### config.mk
export PLATFORM = sky130hd
export DESIGN_NAME = ipv4_receive_header_filter
export DESIGN_NICKNAME = d
export VERILOG_FILES = /design/src/design/irhf_pkg.sv /design/src/design/irhf_parser.sv /design/src/design/irhf_judge.sv /design/src/design/ipv4_receive_header_filter.sv
export SDC_FILE = /design/constraint.sdc
export NUM_CORES = 1
export LEC_CHECK = 0
export ABC_AREA = 1
export BUFFER_PORTS_ARGS = -buffer_cell sky130_fd_sc_hd__buf_2
export CAP_MARGIN = 20
export CELL_PAD_IN_SITES_DETAIL_PLACEMENT = 1
export CELL_PAD_IN_SITES_GLOBAL_PLACEMENT = 2
export CORE_MARGIN = 1
export CORE_UTILIZATION = 39
export CTS_BUF_LIST = sky130_fd_sc_hd__clkbuf_2
export DETAILED_ROUTE_END_ITERATION = 10
export PLACE_DENSITY = 0.88
export SYNTH_ARGS = -nofsm -noshare
export SYNTH_HDL_FRONTEND = slang
export SYNTH_SLANG_ARGS = --single-unit
### constraint.sdc
create_clock -name aclk -period 10.05 [get_ports aclk]
set_input_delay 0.5025 -clock aclk [delete_from_list [all_inputs] [get_ports aclk]]
set_output_delay 0.5025 -clock aclk [all_outputs]
set_load 0.005 [all_outputs]
### src/design/irhf_pkg.sv
// ----------------------------------------------------------------------------
// irhf_pkg
// Types and constants shared by the IPv4 receive header filter.
// ----------------------------------------------------------------------------
`default_nettype none

package irhf_pkg;

    localparam int CFG_INDEX_W = 1;

    typedef enum logic [CFG_INDEX_W-1:0] {
        REG_LOCAL_ADDR = 1'b0,
        REG_NET_MASK   = 1'b1
    } cfg_reg_t;

    localparam logic [31:0] LOCAL_ADDR_RESET = 32'h0000_0000;
    localparam logic [31:0] NET_MASK_RESET   = 32'hffff_ff00;
    localparam logic [31:0] LIMITED_BCAST    = 32'hffff_ffff;

    localparam logic [15:0] COUNT_MAX  = 16'hffff;
    localparam logic [15:0] SUM_VALID  = 16'hffff;
    localparam logic [3:0]  MIN_IHL    = 4'd5;
    localparam logic [3:0]  IP_VERSION = 4'd4;

    localparam logic [15:0] IDX_VER_IHL = 16'd0;
    localparam logic [15:0] IDX_TLEN_HI = 16'd2;
    localparam logic [15:0] IDX_TLEN_LO = 16'd3;
    localparam logic [15:0] IDX_PROTO   = 16'd9;
    localparam logic [15:0] IDX_SRC_LO  = 16'd12;
    localparam logic [15:0] IDX_SRC_HI  = 16'd15;
    localparam logic [15:0] IDX_DST_LO  = 16'd16;
    localparam logic [15:0] IDX_DST_HI  = 16'd19;

    localparam logic [7:0] PROTO_ICMP = 8'd1;
    localparam logic [7:0] PROTO_TCP  = 8'd6;
    localparam logic [7:0] PROTO_UDP  = 8'd17;

    typedef enum logic [3:0] {
        VERDICT_TCP       = 4'd0,
        VERDICT_UDP       = 4'd1,
        VERDICT_ICMP      = 4'd2,
        VERDICT_HDR_SHORT = 4'd3,
        VERDICT_HDR_TRUNC = 4'd4,
        VERDICT_LEN_OVER  = 4'd5,
        VERDICT_CHECKSUM  = 4'd6,
        VERDICT_VERSION   = 4'd7,
        VERDICT_ADDRESS   = 4'd8,
        VERDICT_PROTOCOL  = 4'd9
    } verdict_t;

    typedef struct packed {
        logic [7:0] data_byte;
        logic       last_byte;
    } in_item_t;

    typedef struct packed {
        verdict_t    verdict;
        logic [5:0]  header_bytes;
        logic [15:0] payload_length;
        logic [31:0] source_addr;
        logic [31:0] target_addr;
    } out_item_t;

    // header fields of one finished packet, handed from parser to judge
    typedef struct packed {
        logic [15:0] frame_bytes;
        logic [3:0]  version;
        logic [3:0]  ihl;
        logic [15:0] total_length;
        logic [15:0] checksum;
        logic [7:0]  proto;
        logic [31:0] src;
        logic [31:0] dst;
    } hdr_snap_t;

endpackage

`default_nettype wire

### src/design/irhf_parser.sv
// ----------------------------------------------------------------------------
// irhf_parser
// Byte-wise header capture and ones' complement checksum accumulation.
// ----------------------------------------------------------------------------
`default_nettype none

module irhf_parser
    import irhf_pkg::*;
(
    input  wire logic      aclk,
    input  wire logic      aresetn,
    input  wire logic      s_valid,
    output logic           s_ready,
    input  wire in_item_t  s_payload,
    output logic           snap_valid,
    input  wire logic      snap_ready,
    output hdr_snap_t      snap
);

    logic [15:0] byte_count_reg, byte_count_next;
    logic [15:0] sum_reg, sum_next;
    logic [7:0]  hold_reg, hold_next;
    logic [3:0]  version_reg, version_next;
    logic [3:0]  ihl_reg, ihl_next;
    logic [15:0] total_reg, total_next;
    logic [7:0]  proto_reg, proto_next;
    logic [31:0] src_reg, src_next;
    logic [31:0] dst_reg, dst_next;
    logic        snap_valid_reg, snap_valid_next;
    hdr_snap_t   snap_reg, snap_next;

    logic        accept;
    logic [7:0]  b;
    logic [15:0] count_inc;
    logic [3:0]  ihl_cur;
    logic [5:0]  hdr_len;
    logic [16:0] sum_wide;
    logic [15:0] sum_fold;

    assign s_ready    = !snap_valid_reg || snap_ready;
    assign accept     = s_valid && s_ready;
    assign b          = s_payload.data_byte;
    assign snap_valid = snap_valid_reg;
    assign snap       = snap_reg;

    always_comb begin
        count_inc = (byte_count_reg == COUNT_MAX) ? COUNT_MAX : byte_count_reg + 16'd1;
        // IHL is taken from the first byte itself when that byte is the one in flight
        ihl_cur   = (byte_count_reg == IDX_VER_IHL) ? b[3:0] : ihl_reg;
        hdr_len   = {ihl_cur, 2'b00};
        sum_wide  = {1'b0, sum_reg} + {1'b0, hold_reg, b};
        // end-around carry: subtracting 0xffff is dropping bit 16 and adding one
        sum_fold  = sum_wide[16] ? sum_wide[15:0] + 16'd1 : sum_wide[15:0];

        byte_count_next = byte_count_reg;
        sum_next        = sum_reg;
        hold_next       = hold_reg;
        version_next    = version_reg;
        ihl_next        = ihl_reg;
        total_next      = total_reg;
        proto_next      = proto_reg;
        src_next        = src_reg;
        dst_next        = dst_reg;
        snap_valid_next = snap_ready ? 1'b0 : snap_valid_reg;
        snap_next       = snap_reg;

        if (accept) begin
            byte_count_next = count_inc;
            if (byte_count_reg == IDX_VER_IHL) begin
                version_next = b[7:4];
                ihl_next     = b[3:0];
            end
            if (byte_count_reg == IDX_TLEN_HI || byte_count_reg == IDX_TLEN_LO) begin
                total_next = {total_reg[7:0], b};
            end
            if (byte_count_reg == IDX_PROTO) begin
                proto_next = b;
            end
            if (byte_count_reg >= IDX_SRC_LO && byte_count_reg <= IDX_SRC_HI) begin
                src_next = {src_reg[23:0], b};
            end
            if (byte_count_reg >= IDX_DST_LO && byte_count_reg <= IDX_DST_HI) begin
                dst_next = {dst_reg[23:0], b};
            end
            if (byte_count_reg < {10'd0, hdr_len}) begin
                if (!byte_count_reg[0]) begin
                    hold_next = b;
                end else begin
                    sum_next = sum_fold;
                end
            end

            if (s_payload.last_byte) begin
                snap_valid_next          = 1'b1;
                snap_next.frame_bytes    = count_inc;
                snap_next.version        = version_next;
                snap_next.ihl            = ihl_next;
                snap_next.total_length   = total_next;
                snap_next.checksum       = sum_next;
                snap_next.proto          = proto_next;
                snap_next.src            = src_next;
                snap_next.dst            = dst_next;
                byte_count_next = '0;
                sum_next        = '0;
                hold_next       = '0;
                version_next    = '0;
                ihl_next        = '0;
                total_next      = '0;
                proto_next      = '0;
                src_next        = '0;
                dst_next        = '0;
            end
        end
    end

    always_ff @(posedge aclk) begin
        if (!aresetn) begin
            byte_count_reg <= '0;
            sum_reg        <= '0;
            hold_reg       <= '0;
            version_reg    <= '0;
            ihl_reg        <= '0;
            total_reg      <= '0;
            proto_reg      <= '0;
            src_reg        <= '0;
            dst_reg        <= '0;
            snap_valid_reg <= 1'b0;
        end else begin
            byte_count_reg <= byte_count_next;
            sum_reg        <= sum_next;
            hold_reg       <= hold_next;
            version_reg    <= version_next;
            ihl_reg        <= ihl_next;
            total_reg      <= total_next;
            proto_reg      <= proto_next;
            src_reg        <= src_next;
            dst_reg        <= dst_next;
            snap_valid_reg <= snap_valid_next;
        end
    end

    always_ff @(posedge aclk) begin
        snap_reg <= snap_next;
    end

`ifndef SYNTHESIS
    a_last_clears_count: assert property (@(posedge aclk) disable iff (!aresetn)
        (accept && s_payload.last_byte) |=> (byte_count_reg == '0 && snap_valid_reg))
        else $error("parser did not close the packet after the last byte");

    a_snap_has_bytes: assert property (@(posedge aclk) disable iff (!aresetn)
        snap_valid_reg |-> (snap_reg.frame_bytes != '0))
        else $error("finished packet reports zero frame bytes");
`endif

endmodule

`default_nettype wire

### src/design/irhf_judge.sv
// ----------------------------------------------------------------------------
// irhf_judge
// Verdict, payload length and result register for one finished header.
// ----------------------------------------------------------------------------
`default_nettype none

module irhf_judge
    import irhf_pkg::*;
(
    input  wire logic        aclk,
    input  wire logic        aresetn,
    input  wire logic [31:0] local_addr,
    input  wire logic [31:0] net_mask,
    input  wire logic        snap_valid,
    output logic             snap_ready,
    input  wire hdr_snap_t   snap,
    output logic             m_valid,
    input  wire logic        m_ready,
    output out_item_t        m_payload
);

    logic      out_valid_reg, out_valid_next;
    out_item_t out_reg, out_next;

    logic [5:0]  hdr_len;
    logic [15:0] hdr_len16;
    logic [15:0] eff_len;
    logic [31:0] host_bits;
    logic        is_bcast;
    logic        addr_ok;
    verdict_t    verdict;

    assign snap_ready = !out_valid_reg || m_ready;
    assign m_valid    = out_valid_reg;
    assign m_payload  = out_reg;

    always_comb begin
        hdr_len   = {snap.ihl, 2'b00};
        hdr_len16 = {10'd0, hdr_len};
        eff_len   = (snap.total_length < snap.frame_bytes) ? snap.total_length
                                                           : snap.frame_bytes;
        host_bits = ~net_mask;
        is_bcast  = (snap.dst & host_bits) == host_bits;

        if (local_addr == '0) begin
            addr_ok = (snap.dst == LIMITED_BCAST);
        end else if (is_bcast) begin
            addr_ok = (snap.proto == PROTO_UDP);
        end else begin
            addr_ok = (snap.dst == local_addr);
        end

        if (snap.ihl < MIN_IHL) begin
            verdict = VERDICT_HDR_SHORT;
        end else if (hdr_len16 > snap.frame_bytes) begin
            verdict = VERDICT_HDR_TRUNC;
        end else if (snap.total_length > snap.frame_bytes) begin
            verdict = VERDICT_LEN_OVER;
        end else if (snap.checksum != SUM_VALID) begin
            verdict = VERDICT_CHECKSUM;
        end else if (snap.version != IP_VERSION) begin
            verdict = VERDICT_VERSION;
        end else if (!addr_ok) begin
            verdict = VERDICT_ADDRESS;
        end else if (snap.proto == PROTO_TCP) begin
            verdict = VERDICT_TCP;
        end else if (snap.proto == PROTO_UDP) begin
            verdict = VERDICT_UDP;
        end else if (snap.proto == PROTO_ICMP) begin
            verdict = VERDICT_ICMP;
        end else begin
            verdict = VERDICT_PROTOCOL;
        end

        out_valid_next = m_ready ? 1'b0 : out_valid_reg;
        out_next       = out_reg;
        if (snap_valid && snap_ready) begin
            out_valid_next          = 1'b1;
            out_next.verdict        = verdict;
            out_next.header_bytes   = hdr_len;
            out_next.payload_length = (eff_len > hdr_len16) ? eff_len - hdr_len16 : '0;
            out_next.source_addr    = snap.src;
            out_next.target_addr    = snap.dst;
        end
    end

    always_ff @(posedge aclk) begin
        if (!aresetn) begin
            out_valid_reg <= 1'b0;
        end else begin
            out_valid_reg <= out_valid_next;
        end
    end

    always_ff @(posedge aclk) begin
        out_reg <= out_next;
    end

`ifndef SYNTHESIS
    a_delivered_full_header: assert property (@(posedge aclk) disable iff (!aresetn)
        (out_valid_reg && (out_reg.verdict == VERDICT_TCP || out_reg.verdict == VERDICT_UDP
                           || out_reg.verdict == VERDICT_ICMP))
        |-> (out_reg.header_bytes >= 6'd20))
        else $error("packet delivered with a header shorter than the minimum");
`endif

endmodule

`default_nettype wire

### src/design/ipv4_receive_header_filter.sv
// ----------------------------------------------------------------------------
// ipv4_receive_header_filter
// IPv4 receive header check: parse, checksum, address filter, verdict.
// ----------------------------------------------------------------------------
// Takes one byte of the IP packet per transaction, starting right after the
// Ethernet header, with last_byte marking the end of the frame. A new byte is
// accepted every cycle while s_ready is high; the parser updates its header
// fields and checksum on the byte itself and registers the finished header at
// the edge that accepts the last byte, and the judge stage registers the
// verdict from that header once its result register is free, raising m_valid.
// s_ready drops only while a finished header and a verdict are both held
// waiting on m_ready. Only the last byte produces a result transaction. Write
// local_addr and net_mask only while no frame is in flight.
`default_nettype none

module ipv4_receive_header_filter
    import irhf_pkg::*;
(
    input  wire logic                   aclk,
    input  wire logic                   aresetn,
    input  wire logic                   s_valid,
    output logic                        s_ready,
    input  wire in_item_t               s_payload,
    output logic                        m_valid,
    input  wire logic                   m_ready,
    output out_item_t                   m_payload,
    input  wire logic                   cfg_valid,
    output logic                        cfg_ready,
    input  wire logic [CFG_INDEX_W-1:0] cfg_index,
    input  wire logic [31:0]            cfg_data
);

    logic [31:0] local_addr_reg, local_addr_next;
    logic [31:0] net_mask_reg, net_mask_next;
    logic        snap_valid;
    logic        snap_ready;
    hdr_snap_t   snap;

    assign cfg_ready = 1'b1;

    always_comb begin
        local_addr_next = local_addr_reg;
        net_mask_next   = net_mask_reg;
        if (cfg_valid && cfg_ready) begin
            case (cfg_reg_t'(cfg_index))
                REG_LOCAL_ADDR: local_addr_next = cfg_data;
                REG_NET_MASK:   net_mask_next   = cfg_data;
                default: begin
                    local_addr_next = local_addr_reg;
                end
            endcase
        end
    end

    always_ff @(posedge aclk) begin
        if (!aresetn) begin
            local_addr_reg <= LOCAL_ADDR_RESET;
            net_mask_reg   <= NET_MASK_RESET;
        end else begin
            local_addr_reg <= local_addr_next;
            net_mask_reg   <= net_mask_next;
        end
    end

    irhf_parser u_parser (
        .aclk       (aclk),
        .aresetn    (aresetn),
        .s_valid    (s_valid),
        .s_ready    (s_ready),
        .s_payload  (s_payload),
        .snap_valid (snap_valid),
        .snap_ready (snap_ready),
        .snap       (snap)
    );

    irhf_judge u_judge (
        .aclk       (aclk),
        .aresetn    (aresetn),
        .local_addr (local_addr_reg),
        .net_mask   (net_mask_reg),
        .snap_valid (snap_valid),
        .snap_ready (snap_ready),
        .snap       (snap),
        .m_valid    (m_valid),
        .m_ready    (m_ready),
        .m_payload  (m_payload)
    );

endmodule

`default_nettype wire
==> summary.txt, run 1 <==
Timing
  – Fin Setup TNS: 0 ps
  – Slew headroom: 28.38%
  – RSZ-0062 raised after global routing: no
  – Endpoints failing setup: 0
  – Final WS setup: 6196 ps
  – Worst slew pin tran: 1064 ps
  – Crit path time final: 3854 ps
  – Final hold vios: 0
  – Max-slew violations: 0
  – Skew final: 99.71 ps
  – Tcrit/Tclk final: 38.35%
  – Max Clock Freq: 259.5 MHz

Clocking
  – Count of clock tree sinks: 418
  – CTS tree: built
  – Clock buffer count from CTS: 105
  – CTS H-tree depth: 3
  – Reg clk slew, reported paths: 130 ps
  – Post_cts resized: 0
  – Clk root buf: clkbuf_2
  – Clk buf depth: 3
  – Clock Latency Late Sink: 1110 ps
  – Post-CTS Repair Setup Buffers: 0

Die
  – Die ar.: 50030 sq um
  – Placeable core region: 48150 sq um
  – Die Span X: 223.7 um
  – I/O pins: 140
  – Die Y: 223.7 um
  – Initial Utilization: 39.81%
  – Site Rows: 80

Route
  – DR WL/cell: 17.54 um
  – Wl on met1: 25.79 mm
  – DRT iter0 DRCs: 908
  – DRT Pass-1 Iters: 5
  – Met2 WL post-DR: 26.83 mm
  – Routed vias/inst: 5.028
  – Final ANT Viol Nets: 0
  – Final wirelength: 55.96 mm
  – Detail Route met3 WL: 2.039 mm
  – Max layer used: met4
  – # DRC: 0
  – Vias: 16043

Global routing
  – Vias in the first global route: 16930
  – Gr ovfl total: 0
  – Initial antenna violation count: 1
  – GRT Util Overall: 22.48%
  – First-pass GRT wire length: 88.73 mm
  – Largest net degree at the start of global routing: 100

Synth
  – Top post-synthesis cells by count: 671 x nand2_1, 216 x edfxtp_1, 202 x dfxtp_1, 192 x a21oi_1, 187 x inv_1
  – Gate Count Post-Synth: 2195
  – Main synth FF type: edfxtp_1
  – Cell taking the most area after synthesis: edfxtp_1
  – Post-Synthesis Cell Area: 19160 sq um
  – Yosys warns: 0
  – Post-synth EDFFs: 216
  – Sequential area share after synthesis: 54.95%
  – Yosys reg bits: 418
  – Synth cell types: 52
  – Synth top area share: 33.84%
  – Top cells by area, synth: edfxtp_1 34%, dfxtp_1 21%, nand2_1 13%, a21oi_1 5.0%, inv_1 3.7%
  – Top-count cell post-synth: nand2_1
  – Async SR Flop Fraction: 0%
  – Mean Syn Cell Area: 8.731 sq um

Critical path
  – Critical Path RT: 10870 ps
  – Crit. End Element: flip-flop
  – Setup CP Type: flip-flop to flip-flop
  – Crit. Startpoint: u_parser.snap[117]
  – Crit Path Max Fanout: 28
  – Startpoint types: flip-flop
  – Reg2reg start: u_parser.snap[117]
  – Critical path arrival: 4670 ps

Hold path
  – Hold path startpoint: cfg_data[27]
  – Worst hold path type: input port to flip-flop

Placed design
  – DP HPWL: 38.37 mm
  – Placement Setup Slack: 6217 ps
  – Number of port buffers: 136
  – Gpl congestion: 0.8330

Final layout
  – Reg area: 10530 sq um
  – Layout cells sized above 1: 16.38%
  – Fillers: 5820
  – P&R area growth vs syn: 16.43%
  – Total Nets Final: 2547
  – Max reg flops: 128
  – Fin util: 46.34%
  – Multi-input gate area: 7571 sq um

Outcome
  – Status: completed

Pwr
  – Total power: 3.346 mW
  – Pwr dens: 150.0 nW/um^2
  – Max IR drop VDD: 62.81 uV
  – LEAKAGE: 9.039 nW

Run
  – Max-Cap Viols: 0
logic make-up after synthesis:
family,synth area share (%)
other,0.03919
XOR/XNOR,1.508
AND/OR/NAND/NOR,22.67
adder cells (fa/ha/maj),3.343
buffers and inverters,5.745
flip-flops,54.95
AO/OA/AOI/OAI,9.943
multiplexers,1.802
where the power goes:
group	leakage, nW	switching, mW	internal (mW)	total (mW)
Combinational	4.65	0.197	0.111	0.308
Clock	0.737	0.702	0.452	1.15
Sequential	3.65	0.0374	1.85	1.88
stage by stage:
stage	area [sq um]	std cells	hold slack [ps]
finish	22310	3191	251.0
detailed placement	20450	2915	405.6
global placement	20420	2914	407.9
global route	22310	3191	180.5
CTS	22210	3186	78.63
floorplan	19170	2196	400.3
final cells by class:
type | count | area share [%]
Tap cell | 656 | 3.679
Sequential cell | 418 | 47.19
Multi-Input combinational cell | 1499 | 33.93
Clock buffer | 161 | 3.611
Antenna cell | 1 | 0.01122
Timing Repair Buffer | 233 | 7.604
Clock inverter | 30 | 0.7009
Inverter | 193 | 3.269
final timing paths:
check	end	slack (ps)	cells past startpoint
hold / removal	local_addr_reg[27]	250	4
hold reg to reg	u_judge.m_payload[56]	410	0
setup reg to reg	u_judge.m_payload[77]	6200	20
setup / recovery	u_judge.m_payload[77]	6200	20
critical path, stage by stage, from the launching register on:
cell and delay [ps]:
edfxtp_1 390, inv_1 140, ha_1 260, a21oi_1 140, nor2_1 50, nor3_1 150, nand2_1 100, nand2_2 130
nand2_4 190, a21oi_1 370, ha_1 320, nand2_1 80, nor2_1 40, a211oi_1 270, nor2_1 100, nor2_1 120
nand3_1 200, nor2_2 220, nand4_1 140, nor2_1 130, nor2_1 60
layout by cell type, fill, tap and decap left out, types with 4 or more instances in the layout:
master         count
o21bai_1           6
o21ai_0           97
clkinv_2           4
dfxtp_1          202
edfxtp_1         216
o211ai_1           7
or2_2              9
o22ai_1            5
nand2_2            8
clkinv_1          24
nor2_4             5
xnor2_1           21
nand2_4            4
dlygate4sd3_1     80
nand4_1           49
ha_1              48
clkbuf_2         161
nor4_1            13
mux2_2            28
nor3_1            14
a21oi_2            9
nand3b_1           6
o21ai_1            5
nand3_1           93
xor2_1            12
a21oi_1          191
buf_4             12
nor2_1           147
o21ai_2           11
buf_2            136
and2_1             5
nor2_2             6
buf_16             4
nand2_1          670
inv_1            186
metal layers:
metal	vias up	global-route usage, %
met5	-	0
met4	0	8.948
met3	87	3.620
met2	296	38.05
met1	7795	28.66
li1	7865	-
timing repair:
| item | 4_1_cts | 5_1_grt |
|---|---|---|
| hold buffers | 80 | 0 |
| hold endpoints to repair | 120 | 0 |
| endpoints found under the setup margin | 0 | 0 |
Power figures use the tool's default switching activity.
==> run 2, diff against run 1 <==
- clock period: 10.05 -> 4 ns (I/O delays scaled with it)
==> run 2 against run 1 <==
Core utilization rose by 1.4 points. Worst setup slack got worse by 5800 ps. Final area rose by 2.9%. Wire length rose by 3.6%. Total power rose to 2.6 times the previous value. First-iteration DRC count fell by 1.9%. Non-clock buffer count rose by 61. Maximum frequency rose by 5.8%. Sequential power rose to 2.5 times the previous value. Cell count rose by 2.3%. Sequential cell count did not move. Highest routed layer unchanged.
==> summary.txt, run 2 (synthesis gave the netlist of run 1 again) <==
Route
  – Final wirelength: 57.98 mm
  – Vias: 16412
  – DRT iter0 DRCs: 891
  – Routed vias/inst: 5.027
  – DR WL/cell: 17.76 um
  – # DRC: 0
  – DRT Pass-1 Iters: 5
  – Final ANT Viol Nets: 0

Timing
  – Fin Setup TNS: 0 ps
  – Crit path time final: 3644 ps
  – Final hold vios: 0
  – Worst slew pin tran: 1087 ps
  – RSZ-0062 raised after global routing: no
  – Final WS setup: 355.7 ps
  – Endpoints failing setup: 0
  – Skew final: 65.69 ps
  – Tcrit/Tclk final: 91.11%
  – Slew headroom: 26.89%
  – Max Clock Freq: 274.4 MHz
  – Max-slew violations: 0

Critical path
  – Crit. Startpoint: u_parser.snap[113]
  – Critical Path RT: 4820 ps
  – Crit. End Element: flip-flop
  – Slowest CP cell: fa_1
  – CP cell instances: inv_1 -> ha_1 -> inv_1 -> nor2_1 -> nor2_1 -> o21ai_1 -> nand2_1 -> nand2_1 -> nand2_2 -> nand2_8 -> o21ai_0 -> ha_1 -> inv_1 -> fa_1 -> a221o_1 -> inv_1 -> nand2_1 -> nor2_1 -> nand3_1 -> nand2_1 -> nor2_1
  – Critical path arrival: 4470 ps
  – Setup CP Type: flip-flop to flip-flop
  – Reg2reg start: u_parser.snap[113]
  – Slowest Stage Delay on Critical Path: 400 ps
  – Crit Path Max Fanout: 28
  – Startpoint types: flip-flop

Die
  – Die Y: 223.7 um
  – Die ar.: 50030 sq um
  – Site Rows: 80
  – I/O pins: 140
  – Initial Utilization: 39.81%
  – Die Span X: 223.7 um
  – Placeable core region: 48150 sq um

Clocking
  – Clk root buf: clkbuf_2
  – Post-CTS Repair Setup Buffers: 0
  – Clock Latency Late Sink: 1110 ps
  – Clk buf depth: 3
  – Clock buffer count from CTS: 108
  – CTS tree: built
  – Count of clock tree sinks: 418
  – CTS H-tree depth: 3
  – Reg clk slew, reported paths: 120 ps

Pwr
  – Pwr dens: 373.2 nW/um^2
  – Max IR drop VDD: 173.1 uV
  – LEAKAGE: 9.327 nW

Global routing
  – Initial antenna violation count: 3
  – First-pass GRT wire length: 92.46 mm
  – GRT Util Overall: 23.35%
  – Largest net degree at the start of global routing: 92
  – Gr ovfl total: 0
  – Vias in the first global route: 17460

Final layout
  – P&R area growth vs syn: 19.85%
  – Total Nets Final: 2611
  – Most common cell after layout, fill and taps aside: nand2_1
  – Max reg flops: 128
  – Layout cells sized above 1: 16.73%
  – Most frequent cells in the layout: 670 x nand2_1, 216 x edfxtp_1, 202 x dfxtp_1

Hold path
  – Hold path startpoint: s_payload[8]
  – Worst hold path type: input port to flip-flop

Run
  – Max-Cap Viols: 0

Placed design
  – Placement Setup Slack: 293.9 ps
  – Number of port buffers: 136
  – DP HPWL: 38.11 mm
  – Gpl congestion: 0.8544

Outcome
  – Status: completed
-- run 2: cell count changes in the layout (fill, tap and decap cells not counted), moves of 2 or more --
cell	before	now
dlygate4sd3_1	80	143
clkinv_1	24	13
buf_12	0	5
clkbuf_2	161	185
clkinv_2	4	0
inv_2	3	6
buf_16	4	0
diode_2	1	3
buf_4	12	9
-- run 2: final timing paths --
check	endpoint	slack (ps)	cells after the start
worst max register to register	u_judge.m_payload[78]	360	21
worst min register to register	u_judge.m_payload[39]	420	0
worst max-delay path	u_judge.m_payload[78]	360	21
worst min-delay path	u_parser.version_reg[3]	240	6
-- run 2: worst max-delay path: cells and delay by family, from the launching register on --
kind                     cells  cell delay, ps
AO/OA/AOI/OAI                3             680
flip-flops                   1             380
AND/OR/NAND/NOR             11            1190
buffers and inverters        4             310
adder cells (fa/ha/maj)      3             840
-- run 2: layout make-up --
class / count / area, sq um
inverter: 193 / 729.5
clock inverter: 17 / 77.57
tap: 656 / 820.8
sequential: 418 / 10530
clock buffer: 185 / 925.9
multi-input combinational: 1499 / 7584
timing repair buffer: 294 / 2295
antenna: 3 / 7.507
fill: 5750 / 25180
-- run 2: what timing repair did --
item,CTS,global route
gates resized for setup,0,2
endpoints found under the setup margin,0,3
hold buffers,143,0
hold endpoints to repair,408,0
-- run 2: report_power, final --
group          switching [mW]  internal, mW
clock                    1.81          1.20
sequential             0.0953          4.64
combinational           0.515         0.312
total                    2.42          6.16
-- run 2: metal layers --
layer | global-route usage [%] | share of wire (%) | routed length [um] | vias to the layer above
met5 | 0 | 0 | 0 | -
met4 | 7.711 | 2.1 | 1197 | 0
met3 | 3.935 | 3.4 | 1952 | 88
met2 | 40.11 | 49 | 28400 | 279
met1 | 29.75 | 46 | 26430 | 8017
li1 | - | - | - | 8028
-- run 2: per-stage QoR --
step           instances  power (mW)  hold WS, ps  utilization [%]  instance area (sq um)
5_1_grt             3265       9.010        159.1            47.71                  22970
2_1_floorplan       2196       5.262        313.2                -                  19180
3_5_place_dp        2916       5.531        405.2            42.58                  20500
4_1_cts             3261       8.661        67.89            47.64                  22930
3_3_place_gp        2916       5.503        403.3            42.58                  20500
6_report            3265       8.573        244.4            47.71                  22970
